File: config.mk
export PLATFORM = sky130hd
export DESIGN_NAME = gfs_front
export DESIGN_NICKNAME = d
export VERILOG_FILES = /design/src/rtl/core/gfs_pkg.sv /design/src/rtl/core/gfs_front.sv
export SDC_FILE = /design/constraint.sdc
export NUM_CORES = 1
export LEC_CHECK = 0
export BUFFER_PORTS_ARGS = -buffer_cell sky130_fd_sc_hd__clkbuf_2
export CELL_PAD_IN_SITES_DETAIL_PLACEMENT = 1
export CELL_PAD_IN_SITES_GLOBAL_PLACEMENT = 2
export CORE_MARGIN = 3
export CORE_UTILIZATION = 37
export CTS_CLUSTER_SIZE = 30
export DETAILED_ROUTE_END_ITERATION = 8
export MAX_ROUTING_LAYER = met4
export PLACE_DENSITY_LB_ADDON = 0.05
export SYNTH_ARGS = -nofsm -noshare
export SYNTH_HDL_FRONTEND = slang
export SYNTH_SLANG_ARGS = --single-unit
export TNS_END_PERCENT = 50
File: constraint.sdc
create_clock -name clock -period 4.8 [get_ports clock]
set_clock_uncertainty 0.15 [all_clocks]
set_input_delay 0.24 -clock clock [delete_from_list [all_inputs] [get_ports clock]]
set_output_delay 0.24 -clock clock [all_outputs]
set_load 0.01 [all_outputs]
File: src/rtl/core/gfs_pkg.sv
// Shared types and constants for the Gaussian FIR smoother.
// No dependencies; every module of the block imports this package.
package gfs_pkg;

   localparam int MAX_HALF    = 6;
   localparam int SAMPLE_BITS = 16;
   localparam int COEF_BITS   = 16;
   localparam int DEPTH       = 2 * MAX_HALF + 1;
   localparam int HALF_BITS   = $clog2(MAX_HALF + 1);
   localparam int STEP_BITS   = $clog2(MAX_HALF + 2);
   localparam int IDX_BITS    = $clog2(DEPTH);
   localparam int COUNT_BITS  = 4;
   localparam int COUNT_MAX   = 15;
   localparam int TDATA_BITS  = ((SAMPLE_BITS + 7) / 8) * 8;
   localparam int PAIR_BITS   = SAMPLE_BITS + 1;
   localparam int PROD_BITS   = COEF_BITS + 1 + PAIR_BITS;
   localparam int ACC_BITS    = PROD_BITS + 3;
   localparam int FRAC_BITS   = COEF_BITS - 1;
   localparam int PART_A      = (MAX_HALF + 2) / 2;

   localparam int CSR_INDEX_BITS = 4;
   localparam int CSR_DATA_BITS  = 16;

   // register map
   localparam logic [CSR_INDEX_BITS-1:0] REG_HALF_WIDTH  = 4'd0;
   localparam logic [CSR_INDEX_BITS-1:0] REG_COEF_CENTER = 4'd1;
   localparam logic [CSR_INDEX_BITS-1:0] REG_COEF_SIX    = 4'd7;

   localparam logic [COEF_BITS-1:0] COEF_CENTER_RESET = COEF_BITS'(1) << (COEF_BITS - 1);

   typedef logic signed [SAMPLE_BITS-1:0] sample_type;
   typedef sample_type [DEPTH-1:0]         window_type;   // index 0 is newest
   typedef logic [COEF_BITS-1:0]           coef_type;
   typedef coef_type [MAX_HALF:0]          coef_set_type;
   typedef logic signed [PROD_BITS-1:0]    prod_type;
   typedef logic signed [ACC_BITS-1:0]     acc_type;

   // one queued item: the window after the shift plus what it has to produce
   typedef struct packed {
      window_type           window;
      logic [HALF_BITS-1:0] half;
      logic                 emit_main;
      logic                 main_filt;
      logic [HALF_BITS-1:0] flush_n;
      logic                 last;
   } job_type;

   typedef struct packed {
      logic full;
      logic empty;
   } queue_status_type;

endpackage

File: src/rtl/core/gfs_front.sv
// Front end: accepts samples, keeps the delay line and the sample count, and
// turns each item with a result into a queue job. Depends on gfs_pkg.
module gfs_front (
   input  logic                                clock,
   input  logic                                reset,
   input  logic                                req_tvalid,
   output logic                                req_tready,
   input  logic [gfs_pkg::TDATA_BITS-1:0]      req_tdata,   // [15:0] sample_in
   input  logic                                req_tlast,
   input  logic [gfs_pkg::HALF_BITS-1:0]       cfg_half,
   input  logic                                q_ready,
   output logic                                push,
   output gfs_pkg::job_type                    push_job
);
   import gfs_pkg::*;

   window_type            delay_ff, delay_in;
   logic [COUNT_BITS-1:0] count_ff, count_in;
   logic [HALF_BITS-1:0]  half;
   logic [COUNT_BITS-1:0] twice_half;
   logic                  accept;
   logic                  have_main;
   sample_type            sample;

   always_comb begin
      half       = (cfg_half > HALF_BITS'(MAX_HALF)) ? HALF_BITS'(MAX_HALF) : cfg_half;
      twice_half = COUNT_BITS'(half) << 1;
      accept     = req_tvalid && q_ready;
      sample     = $signed(req_tdata[SAMPLE_BITS-1:0]);
      delay_in   = {delay_ff[DEPTH-2:0], sample};
      have_main  = count_ff >= COUNT_BITS'(half);

      push_job.window    = delay_in;
      push_job.half      = half;
      push_job.emit_main = have_main;
      push_job.main_filt = count_ff >= twice_half;
      push_job.last      = req_tlast;
      // last item: flush what is pending; in a short sequence everything seen so far comes out raw
      if (!req_tlast)
         push_job.flush_n = '0;
      else if (have_main)
         push_job.flush_n = half;
      else
         push_job.flush_n = HALF_BITS'(count_ff + COUNT_BITS'(1));

      push = accept && (have_main || req_tlast);

      if (req_tlast)
         count_in = '0;
      else if (count_ff == COUNT_BITS'(COUNT_MAX))
         count_in = count_ff;
      else
         count_in = count_ff + COUNT_BITS'(1);
   end

   assign req_tready = q_ready;

   always_ff @(posedge clock) begin
      if (reset) begin
         count_ff <= '0;
      end else if (accept) begin
         count_ff <= count_in;
      end
   end

   always_ff @(posedge clock) begin
      if (accept) begin
         delay_ff <= delay_in;
      end
   end

endmodule

* Word level (Yosys, flattened, before mapping)
Index checks and enable logic that the tools add are counted.
** Cells by class
- Add/sub/neg operators :: 1
- Equality and inequality tests :: 2
- Reductions and logical operators :: 4
- Magnitude comparators :: 3
- Muxes and demuxes :: 5
** Operators with widths (number)
- $mux 3 :: 3
- $mux 4 :: 2
- $add 4x1->4 const B :: 1
- $eq 4x4->1 const B :: 1
- $ge 4x3->1 :: 1
- $ge 4x4->1 :: 1
- $gt 3x3->1 const B :: 1
- $logic_and 1x1->1 :: 2
- $ne 2x2->1 const B :: 1
- $reduce_and 2->1 :: 1
- $logic_or 1x1->1 :: 1
** Storage, ports and cells
- Register bits :: 196
- Input bits :: 24
- Output and inout port bits :: 219
- Word-level logic and storage cells :: 28

* Depth between registers and ports, before layout
Gate-level depths: netlist of run 1.
- Depth in word-level cells :: 5
- Mapped depth :: 6
- Gate-level depth less buffers :: 6

* Worst setup path before layout of run 1
OpenSTA, ideal clock, no wires.
- Path type :: input to output
- Start :: input cfg_half[0] (netlist bit)
- End :: output push_job[1] (netlist bit)
- Stages :: 6
- Data required time :: 4.410 ns
- Path buffers :: 0
- Arrival :: 1.770 ns
- Setup slack :: 2.640 ns
- Cell sequence :: a21boi_0 -> ha_1 -> nor2b_1 -> o21ai_2 -> mux2_4 -> and2_1
** RTL lines
- from (decl) :: RTL line gfs_front.sv:10 : input logic [gfs_pkg::HALF_BITS-1:0] cfg_half,
- to (decl) :: RTL line gfs_front.sv:13 : output gfs_pkg::job_type push_job

==> results of run 1 <==
area by class of cell:
cell class | instances | area, um^2
fillers | 1631 | 8220
flip-flops and latches | 196 | 5850
repair buffers | 261 | 1400
clock buffers | 18 | 429
multi-input cells | 42 | 314
well taps | 220 | 275
clock inverters | 13 | 181
inverters | 7 | 40.0
routing by layer:
metal / global-route usage / wire [um] / up-vias
li1: - / - / 1540
met1: 0.157 / 4910 / 1622
met2: 0.226 / 6740 / 143
met3: 0.0500 / 1120 / 8
met4: 0.0432 / 112 / 0
met5: - / 0 / -
power by group through the flow:
stage          clock [uW]  sequential [uW]  combinational [uW]
2_1_floorplan           0             2040                56.4
3_3_place_gp            0             2010                 175
3_5_place_dp            0             2020                 177
4_1_cts              1510             1980                 188
5_1_grt              1580             1980                 201
6_report             1470             1980                 183
kinds of logic after synthesis:
logic type | share of synthesized area
and+or+nand+nor | 0.0128
DFF | 0.921
muxes | 0.00394
xor gates and xnor gates | 0.00138
buffers and inverters | 0.0300
AOI/OAI and AO/OA | 0.0175
adders and majority gates | 0.0138
cells in the final DEF (no fill, tap or decap), drive strengths merged, types with 2 or more instances in the layout:
cell type	n
clkbuf	260
nor2	4
inv	8
ha	7
buf	2
clkinv	6
o21ai	4
a211oi	3
dfxtp	4
dlygate4sd3	17
nand2	5
a21o	2
a21oi	4
bufinv	5
edfxtp	192
state kept, by name (all words and copies together), names as in the netlist:
signal,count
count_ff,4
push_job,192
metrics by stage:
stage / total power (uW) / util / instance area, um^2 / instances
after CTS: 3670 / 0.508 / 8480 / 757
after floorplan: 2100 / - / 6350 / 266
after detailed placement: 2190 / 0.461 / 7700 / 709
after global routing: 3760 / 0.508 / 8480 / 757
final: 3630 / 0.508 / 8480 / 757
after global placement: 2190 / 0.461 / 7700 / 709
tightest hold or removal path: cells and delay by family:
family / cells / cell delay [ns]
buffers and inverters: 1 / 0.08
AND/OR/NAND/NOR: 3 / 0.24
AO/OA/AOI/OAI: 1 / 0.06
worst max path at each step:
stage | startpoint | end | slack [ns] | cells after the start
5_1_grt | count_ff[2] | push_job[1] | 2.08 | 6
4_1_cts | count_ff[2] | push_job[1] | 2.17 | 6
6_report | count_ff[2] | push_job[1] | 2.22 | 6
3_5_place_dp | cfg_half[1] | push_job[1] | 2.36 | 8
3_3_place_gp | cfg_half[1] | push_job[1] | 2.51 | 8
2_1_floorplan | cfg_half[0] | push_job[1] | 2.64 | 6
==> out/metrics.cfg, run 1 <==
[outcome]
status=finished, final reports clean

[worst_setup_path]
crit_family=flip-flops
cp-start-kind=register
required_ns=4.41
path_max_fanout=7
r2r_start=count_ff[0]
r2r-end=count_ff[1]
r2r_cells=5
critPathCaptureType=output pin
reg2reg_setup_slack_ns=3.18
critPathArrivalTime_ns=2.19
slowest_stage=dfxtp_1
slowest_delay_ns=0.49
cp_cell_sequence=ha_1 > a211oi_2 > o21ai_2 > mux2_4 > and2_1 > clkbuf_2
path_buf_inv=1
crit_type=register to output pin

[placed_design]
dp_hpwl_um=8990
dp_worst_setup_slack_ns=2.36
gpl.final_weighted_congestion=0.680
port_buffers=242

[flow_run]
cap_viol_max_count=0

[die]
start_util=0.380
dieWidth_um=137
fp.dieArea_um2=18800
fp-row-count=47
ios=243
core_area_um2=16700
die_h_um=137

[power_and_ir_drop]
swShare=0.204
comb_power_share=0.051
peakVddDrop_uv=251
powerDensity_nw_per_um2=428
p_seq_frac=0.545
p_clk_frac=0.404
netSwitchingPower_uw=738
p_int_uw=2890
p_leak_uw=0.00340

[synth]
seq_area_frac_synth=0.921
synth_cell_types=30
syn_area_per_cell_um2=23.9
synthArstFlopShare=0
synth-warning-count=0
ys_ff_latch=196
netlist_instances=266
synth_top_cells_by_count=192 x edfxtp_1, 19 x buf_4, 7 x ha_1
yosysTopAreaCellShare=0.908
ys.flop_type=edfxtp_1
synth_area_leaders=edfxtp_1 91%, buf_4 2.2%, ha_1 1.4%
synth_nets=297
yosysMostFrequentCell=edfxtp_1
yosys.area.top_type=edfxtp_1
synthesis.area_um2=6350
synth-edff-count=192

[timing]
worst_slack_ns=2.22
period_share=0.537
finalCriticalPeriod_ns=2.58
fmax_mhz=388
slew_headroom=0.321
hold_violations=0
rsz0062_at_grt=false
worstMarginPinSlew_ns=1.02
report.final.slew_viol_count=0
whs_ns=0.0851
setup_viol=0
tns_ns=0

[layout]
nNetsFinal=556
diodes=0
drive_gt1_frac=0.520
syn2layout_area_growth_pct=33.6

[hold_path]
min-delay-start=req_tvalid
hold_class=primary input to register
whs_endpoint=count_ff[3]
worstHoldPathCells=5

[routing]
ant_nets=0
drt_wl_total_um=12900
viasPerCell=4.38
wl_per_cell_um=17.0
vias=3313
drtIter0Drc=245
firstDrtPassIters=4
drcViolationCount=0

[clock_tree]
ctsResizeCount=0
ctsHoldBuffers=17
clkTransAtPathRegs_ns=0.07
cts_tree=done
cts_setup_buffers=0
cts_sinks=196
htree_levels=4
root_buffer=clkbuf_16
clk_latency_ns=0.42
numCtsBuffers=17
clock_path_buffers=2

[grt]
grt_antenna_before_repair=0
grt_pass1_wl_um=18500
overflow=0
gr-usage-all-layers=0.137
grt_pass1_vias=3363
grt_max_degree=130

Power figures use the tool's default switching activity.
==> run 2, diff against run 1 <==
--- a/config.mk
+++ b/config.mk
@@ -9,7 +9,7 @@
 export CELL_PAD_IN_SITES_DETAIL_PLACEMENT = 1
 export CELL_PAD_IN_SITES_GLOBAL_PLACEMENT = 2
 export CORE_MARGIN = 3
-export CORE_UTILIZATION = 37
+export CORE_UTILIZATION = 34
 export CTS_CLUSTER_SIZE = 30
 export DETAILED_ROUTE_END_ITERATION = 8
 export MAX_ROUTING_LAYER = met4
==> constraint.sdc (replaced) <==
create_clock -name clock -period 2.4 [get_ports clock]
set_clock_uncertainty 0.15 [all_clocks]
set_input_delay 0.12 -clock clock [delete_from_list [all_inputs] [get_ports clock]]
set_output_delay 0.12 -clock clock [all_outputs]
set_load 0.01 [all_outputs]
==> out/metrics.cfg, run 2 (synthesis gave the netlist of run 1 again) <==
[routing]
firstDrtPassIters=6  ; +2
drt_wl_total_um=13300  ; +3.5%
drcViolationCount=0  ; unchanged
vias=3363  ; +1.5%
viasPerCell=4.36  ; -0.33%
wl_per_cell_um=17.3  ; +1.6%
ant_nets=0  ; unchanged
drtIter0Drc=181  ; -26%

[layout]
fin_area_um2=8550  ; +0.84%
final_common_cell=clkbuf_2
mostFrequentLayoutCells=242 x clkbuf_2, 192 x edfxtp_1, 18 x dlygate4sd3_1
syn2layout_area_growth_pct=34.7
largest_reg_flops=192  ; unchanged
diodes=0  ; unchanged
drive_gt1_frac=0.531  ; +0.0118
nNetsFinal=560  ; +0.72%

[clock_tree]
root_buffer=clkbuf_16
clkTransAtPathRegs_ns=0.07  ; about the same
numCtsBuffers=17  ; unchanged
htree_levels=4  ; unchanged
clk_latency_ns=0.42  ; about the same
cts_tree=done
clock_path_buffers=2  ; unchanged
cts_sinks=196  ; unchanged

[power_and_ir_drop]
p_int_uw=5610  ; +94%
netSwitchingPower_uw=1560  ; +110%
peakVddDrop_uv=522  ; +110%
p_clk_frac=0.395  ; -0.009
p_leak_uw=0.00342  ; +0.70%
powerDensity_nw_per_um2=838  ; +96%
swShare=0.217  ; +0.0136
comb_power_share=0.053  ; +0.002
p_seq_frac=0.551  ; +0.006

[timing]
report.final.slew_viol_count=0  ; unchanged
period_share=0.949
hold_violations=1  ; +1
worstMarginPinSlew_ns=0.395  ; -0.623 ns
rsz0062_at_grt=false
tns_ns=0  ; unchanged
slew_headroom=0.737  ; +0.416
whs_ns=-0.00200  ; -0.0871 ns
finalCriticalPeriod_ns=2.28
fmax_mhz=439
setup_viol=0  ; unchanged

[worst_setup_path]
reg2reg_setup_slack_ns=0.28  ; -2.90 ns
cp-start-kind=register
crit_type=register to output pin
path_max_fanout=7  ; unchanged
critPathArrivalTime_ns=2.01  ; -0.18 ns
critPathCaptureType=output pin
required_ns=2.13  ; -2.28 ns
r2r_start=count_ff[1]
r2r-end=count_ff[1]
endpoint=push_job[1]
startpoint=count_ff[2]
r2r_cells=6  ; +1

[outcome]
violations=negative hold slack
status=finished with violations

[die]
core_area_um2=18100  ; +8.7%
dieWidth_um=143  ; +4.1%
die_h_um=143  ; +4.1%
start_util=0.350  ; -0.0303
fp.dieArea_um2=20400  ; +8.4%
ios=243  ; unchanged
fp-row-count=49  ; +4.3%

[grt]
grt_pass1_wl_um=19300  ; +4.4%
overflow=0  ; unchanged
grt_max_degree=74  ; -43%
grt_antenna_before_repair=0  ; unchanged
gr-usage-all-layers=0.130  ; -0.00756
grt_pass1_vias=3572  ; +6.2%

[flow_run]
cap_viol_max_count=0  ; unchanged

[placed_design]
placed_area_um2=7750  ; +0.67%
dp_hpwl_um=9490  ; +5.6%
gpl.final_weighted_congestion=0.801  ; +18%
port_buffers=242  ; unchanged

[hold_path]
hold_class=primary input to register

[run 2: changes by cell type in the layout (fill, tap and decap cells not counted), moves of 2 or more]
| cell | delta |
|---|---|
| buf_12 | +2 |
| bufinv_16 | -2 |
| dfxtp_1 | -2 |
| dfxtp_2 | +2 |
| inv_6 | +2 |
| inv_8 | +3 |
[run 2: worst min-delay path by stage]
stage                             from           end  cells after the start
after floorplan                  reset   count_ff[0]                      1
after global placement    req_tdata[6]  push_job[31]                      1
after detailed placement  req_tdata[3]  push_job[28]                      1
after CTS                    req_tlast   count_ff[0]                      3
after global routing         req_tlast   count_ff[0]                      3
final                        req_tlast   count_ff[0]                      3
[run 2: cell type report]
cell class / instances / area [um^2]
Inverter: 7 / 40.0
Clock inverter: 15 / 168
Fill cell: 1783 / 9590
Clock buffer: 17 / 425
Multi-Input combinational cell: 42 / 332
Tap cell: 229 / 287
Timing Repair Buffer: 265 / 1450
Sequential cell: 196 / 5850
[run 2: timing repair]
action | in CTS | in global routing
hold endpoints to repair | 20 | 0
pin swaps | 1 | 0
hold buffers | 18 | 0
buffers inserted | 1 | 0
endpoints found under the setup margin | 1 | 3
resized for setup | 1 | 3
[run 2: stage by stage]
step                 util  cells  setup slack, ns  total power [uW]  hold WS [ns]
CTS                 0.470    771          0.00154              7270       0.00166
detailed placement  0.427    720            0.362              4400         0.165
global placement    0.427    720            0.425              4380         0.161
floorplan               -    266            0.422              4200        0.0391
finish              0.471    771            0.122              7170      -0.00200
global route        0.471    771           0.0195              7440        0.0148
[run 2: routing by layer]
layer / global-route usage / share of wire
met5: - / 0
met4: 0.0510 / 0.016
met3: 0.0469 / 0.084
met2: 0.205 / 0.49
met1: 0.152 / 0.41
[run 2: worst max-delay path: stages, from the launching register on]
cell      delay [ns]
dfxtp_2         0.43
ha_4            0.23
a211oi_2        0.23
o21ai_2         0.11
mux2_4          0.30
and2_1          0.16
clkbuf_2        0.12
[run 2: power groups by stage]
stage	Sequential [uW]	Clock [uW]	Combinational [uW]
6_report	3950	2830	382
5_1_grt	3970	3050	416
4_1_cts	3950	2930	390
3_5_place_dp	4030	0	367
3_3_place_gp	4020	0	364
2_1_floorplan	4080	0	113
