[src/rtl/core/gfs_pkg.sv]
// Shared types and constants for the Gaussian FIR smoother.
// No dependencies; every module of the block imports this package.
package gfs_pkg;

   localparam int MAX_HALF    = 6;
   localparam int SAMPLE_BITS = 16;
   localparam int COEF_BITS   = 16;
   localparam int DEPTH       = 2 * MAX_HALF + 1;
   localparam int HALF_BITS   = $clog2(MAX_HALF + 1);
   localparam int STEP_BITS   = $clog2(MAX_HALF + 2);
   localparam int IDX_BITS    = $clog2(DEPTH);
   localparam int COUNT_BITS  = 4;
   localparam int COUNT_MAX   = 15;
   localparam int TDATA_BITS  = ((SAMPLE_BITS + 7) / 8) * 8;
   localparam int PAIR_BITS   = SAMPLE_BITS + 1;
   localparam int PROD_BITS   = COEF_BITS + 1 + PAIR_BITS;
   localparam int ACC_BITS    = PROD_BITS + 3;
   localparam int FRAC_BITS   = COEF_BITS - 1;
   localparam int PART_A      = (MAX_HALF + 2) / 2;

   localparam int CSR_INDEX_BITS = 4;
   localparam int CSR_DATA_BITS  = 16;

   // register map
   localparam logic [CSR_INDEX_BITS-1:0] REG_HALF_WIDTH  = 4'd0;
   localparam logic [CSR_INDEX_BITS-1:0] REG_COEF_CENTER = 4'd1;
   localparam logic [CSR_INDEX_BITS-1:0] REG_COEF_SIX    = 4'd7;

   localparam logic [COEF_BITS-1:0] COEF_CENTER_RESET = COEF_BITS'(1) << (COEF_BITS - 1);

   typedef logic signed [SAMPLE_BITS-1:0] sample_type;
   typedef sample_type [DEPTH-1:0]         window_type;   // index 0 is newest
   typedef logic [COEF_BITS-1:0]           coef_type;
   typedef coef_type [MAX_HALF:0]          coef_set_type;
   typedef logic signed [PROD_BITS-1:0]    prod_type;
   typedef logic signed [ACC_BITS-1:0]     acc_type;

   // one queued item: the window after the shift plus what it has to produce
   typedef struct packed {
      window_type           window;
      logic [HALF_BITS-1:0] half;
      logic                 emit_main;
      logic                 main_filt;
      logic [HALF_BITS-1:0] flush_n;
      logic                 last;
   } job_type;

   typedef struct packed {
      logic full;
      logic empty;
   } queue_status_type;

endpackage

[src/rtl/core/gfs_queue.sv]
// Two-entry job queue between front and back end.
// Depends on gfs_pkg.
module gfs_queue (
   input  logic                       clock,
   input  logic                       reset,
   input  logic                       push,
   input  gfs_pkg::job_type           push_job,
   input  logic                       pop,
   output gfs_pkg::job_type           head_job,
   output gfs_pkg::queue_status_type  status
);
   import gfs_pkg::*;

   job_type    entry_ff [2];
   logic       wr_ptr_ff, wr_ptr_in;
   logic       rd_ptr_ff, rd_ptr_in;
   logic [1:0] fill_ff, fill_in;

   always_comb begin
      wr_ptr_in = push ? ~wr_ptr_ff : wr_ptr_ff;
      rd_ptr_in = pop ? ~rd_ptr_ff : rd_ptr_ff;
      fill_in   = fill_ff + 2'(push) - 2'(pop);
      status.full  = fill_ff == 2'd2;
      status.empty = fill_ff == 2'd0;
      head_job     = entry_ff[rd_ptr_ff];
   end

   always_ff @(posedge clock) begin
      if (reset) begin
         wr_ptr_ff <= 1'b0;
         rd_ptr_ff <= 1'b0;
         fill_ff   <= '0;
      end else begin
         wr_ptr_ff <= wr_ptr_in;
         rd_ptr_ff <= rd_ptr_in;
         fill_ff   <= fill_in;
      end
   end

   always_ff @(posedge clock) begin
      if (push) begin
         entry_ff[wr_ptr_ff] <= push_job;
      end
   end

endmodule

[config.mk]
export PLATFORM = sky130hd
export DESIGN_NAME = gfs_queue
export DESIGN_NICKNAME = d
export VERILOG_FILES = /design/src/rtl/core/gfs_pkg.sv /design/src/rtl/core/gfs_queue.sv
export SDC_FILE = /design/constraint.sdc
export NUM_CORES = 1
export LEC_CHECK = 0
export BUFFER_PORTS_ARGS = -buffer_cell sky130_fd_sc_hd__buf_2
export CAP_MARGIN = 10
export CORE_AREA = 2 2 179 251
export CTS_BUF_LIST = sky130_fd_sc_hd__clkbuf_16
export DETAILED_ROUTE_END_ITERATION = 16
export DIE_AREA = 0 0 181 253
export PLACE_DENSITY = 0.7
export SYNTH_ARGS = -nofsm -noshare
export SYNTH_HDL_FRONTEND = slang
export SYNTH_SLANG_ARGS = --single-unit
[constraint.sdc]
create_clock -name clock -period 15.5 [get_ports clock]
set_input_delay 1.55 -clock clock [delete_from_list [all_inputs] [get_ports clock]]
set_output_delay 1.55 -clock clock [all_outputs]
set_load 0.05 [all_outputs]
# Word-level counts from Yosys, hierarchy flattened

Memories as Yosys holds them, arrays and structs flattened. A register that Yosys moved wholly into a read port is not among the register bits.
Index checks and enable logic that the tools add are counted.

Bits in registers: 4
RAM bits: 434
Input bits: 221
Word-level logic and storage cells: 14
Memories: 1

Add/subtract/negate cells: 2
Equal/unequal tests: 1
Muxes and demuxes: 4
Bitwise operators: 2
Reduce and logical (&&, ||, !) cells: 1

Memories:

| name     | depth | bits a word | read ports | clocked after Yosys merged registers in | wr ports | RTL line        | text |
|---|---|---|---|---|---|---|---|
| entry_ff | 2     | 217         | 1          | 1                                       | 1        | gfs_queue.sv:14 | `job_type entry_ff [2];` |

Operator list:

| cell               | number |
|---|---|
| $mux 1             | 4 |
| $add 2x1->2        | 1 |
| $eq 2x2->1 const B | 1 |
| $logic_not 2->1    | 1 |
| $not 1->1          | 2 |
| $sub 2x1->2        | 1 |

# Logic depth before layout (Yosys ltp)

Gate-level depths: netlist of run 1.

Depth in word-level cells: 3
Mapped depth: 6

# Worst setup path before layout of run 1

OpenSTA, ideal clock, no wires.

Path type: input to register
From: in push
To: mem entry_ff[0][0] in the netlist's numbering (enable)
Setup time: 0.824 ns
Arrival time: 10.900 ns
Path slack: 3.776 ns
Cell stages on the path: 1
Buffers on the path: 0
Path through: nor2b_1

Word-level cells in the longest chain between the ends: 2

Ends and longest elaborated chain:

| element                      | RTL line        | text |
|---|---|---|
| start: declaration           | gfs_queue.sv:6  | `input logic push,` |
| $mux 1                       | gfs_queue.sv:41 | `if (push) begin` |
| $mux 1 (implied by the code) | gfs_queue.sv:42 | `entry_ff[wr_ptr_ff] <= push_job;` |
| end: declaration             | gfs_queue.sv:14 |  |

Every way passes these cells.

==> metrics.md, run 1 <==
| Metric | Value |
|---|---|
| Largest net degree at the start of global routing | `160` |
| CP Cell Sequence | `buf_4, buf_4, mux2_2, buf_2` |
| Crit Path Class | `reg -> out` |
| Commonest non-fill, non-tap cell in the layout | `buf_2` |
| Critical Path Fanout Max | `65` |
| Worst Hold Class | `reg -> reg` |
| Total CTS buffers | `42` |
| Commonest cells after routing, fill and taps aside | `buf_2 (439), edfxtp_1 (434), mux2_4 (130)` |
| Post-synth top area cell | `edfxtp_1` |
| Mapped Cells | `696` |
| Post-synthesis compound-gate area fraction | `0%` |
| WP buf/inv | `3` |
| Hold_sp | `rd_ptr_ff` |
| Vias per cell | `4.63` |
| Met3 usage | `4.36%` |
| WL/cell | `19.1 um` |
| Max incr delay on CP | `980 ps` |
| Slowest stage cell, crit path | `dfxtp_4` |
| TritonCTS sink count | `439` |
| Mapped Area | `16,400 um^2` |
| Yosys cell types | `13` |
| Hold Crit Depth | `2` |
| Placed inst area | `19,200 um^2` |
| H-tree depth | `2` |
| Hpwl dp | `23,000 um` |
| Sequential cell area fraction in the yosys report | `80.1%` |
| Final wirelength | `33,600 um` |
| IO Port Bufs | `439` |
| Post-route ant nets | `0` |
| Clock Skews | `9.39 ps` |
| P&R area growth vs syn | `25.0%` |
| CORE AREA | `43,700 um^2` |
| Post-Synth Adder-Cell Area | `0.153%` |
| Top area cells in the synthesized netlist | `edfxtp_1 (79%), mux2_4 (12%), mux2_2 (6.0%), buf_6 (1.1%), dfxtp_1 (0.61%)` |
| Cts hold-fix bufs | `0` |
| Vias in the first global route | `8,611` |
| Most Used Layer, Global Route | `met2` |
| Die ar. | `45,800 um^2` |
| CTS resizes | `0` |
| Grt met2 use | `25.9%` |
| Slew HR | `32.5%` |
| Post-synthesis simple-gate area fraction | `0.267%` |
| Max Cap Viol | `0` |
| Initial antenna violation count | `9` |
| Max Slew Vio Count | `0` |
| # rows | `91` |
| Main combinational cell family by area after synthesis | `multiplexers` |
| Drt first pass iters | `4` |
| Total track usage | `14.0%` |
| R2R depth | `2` |
| Initial Utilization | `37.5%` |
| Share of Yosys cell area claimed by the top area cell type | `79.5%` |
| IO Count | `440` |
| Post-Synth XOR/XNOR Area | `0.244%` |
| Levels on crit path | `4` |
| Mux cell area share after synthesis | `17.9%` |
| Placer Congestion | `0.762` |
| FMAX | `184 MHz` |
| Post-Syn Nets | `919` |
| CP most frequent cell | `buf_4` |
| Post-route DRC | `0` |
| CP Data Arrival Time | `3890 ps` |
| Status | `completed` |
| First-pass GRT wire length | `48,700 um` |
| Mean Syn Cell Area | `23.6 um^2` |
| RSZ-0062 raised after global routing | `false` |
| Setup TNS | `0 ps` |
| FF-to-FF Start | `wr_ptr_ff` |
| CP endpoint kind | `output port` |
| Design Area, Final | `20,500 um^2` |
| Post-CTS Setup Inserts | `0` |
| Worst VDD drop | `0.000108 V` |
| R2R Path End | `entry_ff[1][146]` |
| Pwr per Cell Area | `141 nW/um^2` |
| Clock-pin slew on the worst setup and hold paths | `60 ps` |
| Met1 GRT Util | `14.2%` |
| Reg2reg setup slack | `13,100 ps` |
| Worst Setup Start Kind | `register` |
| Worst hold endpoint | `rd_ptr_ff` |
| Die width | `181 um` |
| Leak pwr | `7.94 nW` |
| DRT iter0 DRCs | `427` |
| Final period utilization | `35.1%` |
| Number of vias in the routed layout | `8,162` |
| TritonCTS clock tree | `done` |
| # nets final | `1,385` |
| CTS max path bufs | `3` |
| Actual slew at the worst max-slew pin | `1010 ps` |
| CP required | `13,950 ps` |
| Root buffer cell | `clkbuf_16` |
| Die Ht | `253 um` |
| Clk_lat worst skew | `530 ps` |
| Share of cells above drive strength 1 | `60.6%` |
| Final hold violation count | `0` |
| Total congestion overflow | `0` |
| Cell family with most CP delay | `buffers and inverters` |
| Post-layout util | `46.9%` |
| #FFs+latches synth | `439` |
| # setup viols final | `0` |
| Yosys warns | `0` |
| Min cycle time layout | `5440 ps` |
-- power by group --
group | total (mW) | switching (mW) | internal [mW]
sequential | 1.41 | 0.0248 | 1.39
combinational | 0.501 | 0.348 | 0.153
clock | 0.972 | 0.415 | 0.557
total | 2.89 | 0.788 | 2.10
-- cell families (layout without fill, tap and decap cells) --
group | after synthesis | in the layout
DFF | 439 | 439
muxes | 217 | 217
buffers and inverters | 26 | 525
and+or+nand+nor | 9 | 9
xor gates and xnor gates | 3 | 3
adders and majority gates | 2 | 2
other | 0 | 8
-- cells in the mapped netlist --
library cell	count
edfxtp_1	434
mux2_4	130
mux2_2	87
buf_6	16
buf_2	8
dfxtp_1	5
nor2_1	5
nor2b_1	3
ha_1	2
inv_1	2
xnor2_1	2
and2_1	1
xnor3_1	1
-- stage by stage --
| step | worst slack [ps] | hold slack (ps) | std cells | total power [mW] |
|---|---|---|---|---|
| floorplan | 3780 | 480 | 696 | 1.84 |
| global placement | 10610 | 492 | 1676 | 1.94 |
| detailed placement | 10560 | 507 | 1676 | 1.95 |
| CTS | 9990 | 522 | 1753 | 2.92 |
| global route | 9820 | 560 | 1759 | 2.99 |
| finish | 10060 | 518 | 1761 | 2.89 |
-- how the worst max path moves through the flow --
stage / startpoint / end
after global routing: register / head_job[79]
after detailed placement: register / head_job[79]
after CTS: register / head_job[79]
final: register / head_job[79]
after floorplan: push / entry_ff[0][0]
after global placement: register / head_job[79]
-- routing by layer --
metal / part of all wire, % / vias to the layer above
met5: 0.080 / -
met4: 3.4 / 4
met3: 7.3 / 58
met2: 55 / 300
met1: 35 / 4075
li1: - / 3725
-- sequential cells by signal, summed over array words and instances, names as in the netlist, named ones only --
| name | flops |
|---|---|
| entry_ff | 434 |
| rd_ptr_ff | 1 |
| wr_ptr_ff | 1 |
| fill_ff | 2 |
-- worst reg2reg max path, delay by kind of cell (launching register included) --
kind / cells / cell delay, ps
simple gates: 1 / 720
buf+inv: 1 / 700
flops: 1 / 410
-- layout make-up --
cell class,count,area [um^2]
multi-input cells,231,3050
fillers,3756,23200
repair buffers,446,2260
inverters,2,7.51
well taps,558,698
clock buffers,45,1130
diodes,8,20.0
flip-flops and latches,439,13100
clock inverters,32,198
No activity file was read; power rests on OpenSTA's default activity.
==> run 2, diff against run 1 <==
- clock period: 15.5 -> 5.5 ns (I/O delays scaled with it)
==> run 2 against run 1 <==
Cell count decreased by 0.11%. Count of clock-buffer cells in the layout decreased by 2. Sequential power increased to 2.8 times the previous value. Worst hold slack got worse by 310 ps. Register-to-register slack got worse by 9900 ps. Critical path type unchanged. Largest cell class unchanged.
==> metrics.md, run 2 (same netlist as run 1, synthesis figures left out) <==
| Metric | Value |
|---|---|
| Status | `completed` |
| WL/cell | `18.8 um` |
| Worst Setup Start Kind | `register` |
| TritonCTS clock tree | `done` |
| Met3 usage | `3.49%` |
| Hpwl dp | `22,700 um` |
| Pwr per Cell Area | `395 nW/um^2` |
| P&R area growth vs syn | `25.1%` |
| Setup TNS | `0 ps` |
| Die ar. | `45,800 um^2` |
| Placed inst area | `19,200 um^2` |
| Vias per cell | `4.63` |
| FMAX | `325 MHz` |
| IO Count | `440` |
| Final hold violation count | `0` |
| Die width | `181 um` |
| Slew HR | `37.2%` |
| RSZ-0062 raised after global routing | `false` |
| Total CTS buffers | `42` |
| DRT iter0 DRCs | `398` |
| # rows | `91` |
| Total track usage | `13.6%` |
| Largest net degree at the start of global routing | `111` |
| CTS resizes | `0` |
| Final period utilization | `56.0%` |
| Most Used Layer, Global Route | `met2` |
| Vias in the first global route | `8,648` |
| Initial antenna violation count | `8` |
| Initial Utilization | `37.5%` |
| Post-route ant nets | `0` |
| Worst Hold Class | `in -> reg` |
| Clock-pin slew on the worst setup and hold paths | `60 ps` |
| Post-CTS Setup Inserts | `0` |
| CP endpoint kind | `output port` |
| Number of vias in the routed layout | `8,139` |
| Placer Congestion | `0.767` |
| Leak pwr | `7.93 nW` |
| Cts hold-fix bufs | `0` |
| Max reg flops | `434` |
| # setup viols final | `0` |
| Post-route DRC | `0` |
| H-tree depth | `2` |
| Actual slew at the worst max-slew pin | `942 ps` |
| CP required | `4950 ps` |
| Commonest cells after routing, fill and taps aside | `buf_2 (439), edfxtp_1 (434), mux2_4 (130)` |
| First-pass GRT wire length | `47,800 um` |
| Share of cells above drive strength 1 | `60.5%` |
| Critical Path Fanout Max | `48` |
| Root buffer cell | `clkbuf_16` |
| Total congestion overflow | `0` |
| Crit Path Class | `reg -> out` |
| Max Cap Viol | `0` |
| CTS max path bufs | `3` |
| Final wirelength | `33,100 um` |
| TritonCTS sink count | `439` |
| Grt met2 use | `25.7%` |
| Worst VDD drop | `0.000419 V` |
| Clk_lat worst skew | `530 ps` |
| Min cycle time layout | `3080 ps` |
| Commonest non-fill, non-tap cell in the layout | `buf_2` |
| Die Ht | `253 um` |
| CORE AREA | `43,700 um^2` |
| Biggest regs | `entry_ff (434), fill_ff (2)` |
| Clock Skews | `8.51 ps` |
| CP Data Arrival Time | `2530 ps` |
| Design Area, Final | `20,500 um^2` |
| Drt first pass iters | `5` |
| Post-layout util | `46.9%` |
| Reg with most FFs | `entry_ff` |
| IO Port Bufs | `439` |
| Worst Hold Slack | `204 ps` |
| Met1 GRT Util | `14.0%` |
| Layout Cells excl Fill | `1,759` |
| Max Slew Vio Count | `0` |
| # nets final | `1,386` |
| Placed cells | `1,677` |
-- run 2: routing by layer --
layer	part of all wire [%]	routed length, um
met5	0.036	12
met1	35	11600
met4	3.5	1160
met2	55	18200
met3	6.2	2050
-- run 2: area by class of cell --
type,instances,area [um^2]
fill,3721,23200
clock buffer,43,1080
antenna,7,17.5
multi-input combinational,231,3050
tap,558,698
sequential,439,13100
inverter,2,7.51
timing repair buffer,447,2310
clock inverter,32,226
-- run 2: final timing paths --
path / slack (ps) / end / depth (start not counted) / start
setup / recovery: 2420 / head_job[13] / 3 / register
hold / removal: 200 / entry_ff[1][32] / 1 / push_job[32]
setup reg to reg: 3200 / entry_ff[1][206] / 2 / wr_ptr_ff
hold reg to reg: 520 / rd_ptr_ff / 2 / rd_ptr_ff
-- run 2: through the flow --
step	power [mW]	worst slack [ps]
after floorplan	5.15	1270
after global placement	5.45	2930
after detailed placement	5.48	2900
after CTS	8.21	2350
after global routing	8.38	2270
final	8.10	2420
-- run 2: worst max-delay path, cell delays in order (launching register included) --
cell and delay, ps:
dfxtp_4 790, buf_4 550, mux2_2 400, buf_2 210
-- run 2: report_power, final --
part	switching [mW]	leakage (nW)	total, mW	internal (mW)
Sequential	0.0620	4.12	3.97	3.91
Combinational	0.988	3.15	1.42	0.434
Clock	1.15	0.667	2.71	1.56
Total	2.20	7.93	8.10	5.90
==> run 3, diff against run 2 <==
- clock period: 5.5 -> 3 ns (I/O delays scaled with it)
==> run 3 against run 2 <==
First-iteration DRC count rose by 26%. Highest routed layer unchanged. Sequential cell count is the same. Setup slack lost 1900 ps. Power up 86%.
==> metrics.md, run 3 (same netlist as run 1, synthesis figures left out) <==
| Metric | Value |
|---|---|
| Status | `completed` |
| Pwr per Cell Area | `662 nW/um^2` |
| Worst VDD drop | `0.000508 V` |
| Post-route ant nets | `0` |
| Share of cells above drive strength 1 | `51.4%` |
| CP endpoint kind | `output port` |
| Initial Utilization | `37.5%` |
| Actual slew at the worst max-slew pin | `627 ps` |
| Clock Skews | `21.5 ps` |
| Placed inst area | `19,300 um^2` |
| CP required | `2700 ps` |
| # setup viols final | `0` |
| Initial antenna violation count | `2` |
| Total CTS buffers | `42` |
| FILL cells | `3,441` |
| IO Count | `440` |
| Vias per cell | `4.63` |
| Die ar. | `45,800 um^2` |
| Multi-input logic area | `3050 um^2` |
| DRT iter0 DRCs | `500` |
| Placer Congestion | `0.775` |
| CORE AREA | `43,700 um^2` |
| Total track usage | `15.3%` |
| Critical Path Fanout Max | `42` |
| Final period utilization | `83.7%` |
| # nets final | `1,613` |
| Crit Path Class | `reg -> out` |
| CP Data Arrival Time | `2210 ps` |
| Register Area | `13,100 um^2` |
| Max Cap Viol | `0` |
| TritonCTS clock tree | `done` |
| First-pass GRT wire length | `54,300 um` |
| Root buffer cell | `clkbuf_16` |
| CTS max path bufs | `3` |
| Total congestion overflow | `0` |
| H-tree depth | `2` |
| RSZ-0062 raised after global routing | `false` |
| IO Port Bufs | `439` |
| Max Slew Vio Count | `0` |
| Vias in the first global route | `9,875` |
| Leak pwr | `8.90 nW` |
| P&R area growth vs syn | `39.0%` |
| Met1 GRT Util | `15.7%` |
| Final wirelength | `36,700 um` |
| Clock-pin slew on the worst setup and hold paths | `60 ps` |
| Die width | `181 um` |
| TritonCTS sink count | `439` |
| Grt met2 use | `29.3%` |
| Slew HR | `58.2%` |
| Layout Cells excl Fill | `1,980` |
| Most Used Layer, Global Route | `met2` |
| Final hold violation count | `0` |
| Commonest non-fill, non-tap cell in the layout | `buf_2` |
| Clk_lat worst skew | `540 ps` |
| Min cycle time layout | `2510 ps` |
| Placed cells | `1,686` |
| FMAX | `398 MHz` |
| Hpwl dp | `23,400 um` |
| CP Cell Sequence | `buf_12, mux2_4, buf_2` |
| Biggest regs | `entry_ff (434), fill_ff (2)` |
| Post-route DRC | `0` |
| Reg with most FFs | `entry_ff` |
| Die Ht | `253 um` |
| Largest net degree at the start of global routing | `98` |
| Worst Hold Class | `in -> reg` |
| Number of vias in the routed layout | `9,175` |
| Max reg flops | `434` |
| Max incr delay on CP | `680 ps` |
| Met3 usage | `3.45%` |
| Commonest cells after routing, fill and taps aside | `buf_2 (439), edfxtp_1 (434), dlygate4sd3_1 (218)` |
| WL/cell | `18.5 um` |
| Drt first pass iters | `5` |
| Worst Setup Start Kind | `register` |
| # rows | `91` |
| Slowest stage cell, crit path | `dfxtp_4` |
| Design Area, Final | `22,800 um^2` |
## run 3: cell count changes in the layout (fill, tap and decap cells not counted)
cell	previous run	this run
inv_6	2	1
diode_2	7	1
buf_12	4	9
bufinv_16	3	1
clkinv_4	1	0
buf_4	4	8
clkinvlp_4	2	1
clkinv_2	4	7
dlygate4sd3_1	0	218
clkbuf_16	43	45
## run 3: path summary, 6_finish.rpt
kind / from / end / slack (ps) / cells past startpoint
worst max-delay path: register / head_job[158] / 490 / 3
worst max register to register: wr_ptr_ff / entry_ff[1][193] / 1260 / 2
worst min register to register: rd_ptr_ff / rd_ptr_ff / 520 / 2
worst min-delay path: pop / rd_ptr_ff / 50 / 3
## run 3: what timing repair did
item | in CTS | in global routing
gates resized for setup | 0 | 0
endpoints found under the hold margin | 439 | 0
setup buffers | 0 | 0
hold buffers | 218 | 0
## run 3: per-stage QoR
stage	power, mW	setup TNS, ps	hold slack, ps	util (%)	worst slack [ps]
floorplan	9.43	-328140	372	-	-982
global placement	10.0	0	487	44.2	1030
detailed placement	10.1	0	491	44.2	999
CTS	15.2	0	26.3	52.1	415
global route	15.6	0	64.4	52.1	380
finish	15.1	0	53.1	52.1	489
## run 3: worst max-delay path: cells and delay by family, from the launching register on
family | cells | cell delay (ps)
buffers and inverters | 2 | 570
muxes | 1 | 340
DFF | 1 | 680
## run 3: routing by layer
metal  part of all wire (%)  wire (um)
met5                  0.035         13
met4                    4.6       1690
met3                    5.9       2150
met2                     55      20100
met1                     35      12700
## run 3: final cells by class
cell class | instances | area share, %
timing repair buffer | 674 | 20.3
sequential | 439 | 57.6
clock inverter | 30 | 0.686
clock buffer | 45 | 4.94
tap | 558 | 3.06
antenna | 1 | 0.0110
multi-input combinational | 231 | 13.4
inverter | 2 | 0.0329
## run 3: where the power goes
group	internal, mW	leakage, nW	switching (mW)
Sequential	7.17	4.12	0.111
Clock	2.78	0.666	2.13
Combinational	1.01	4.12	1.91
Total	11.0	8.90	4.15
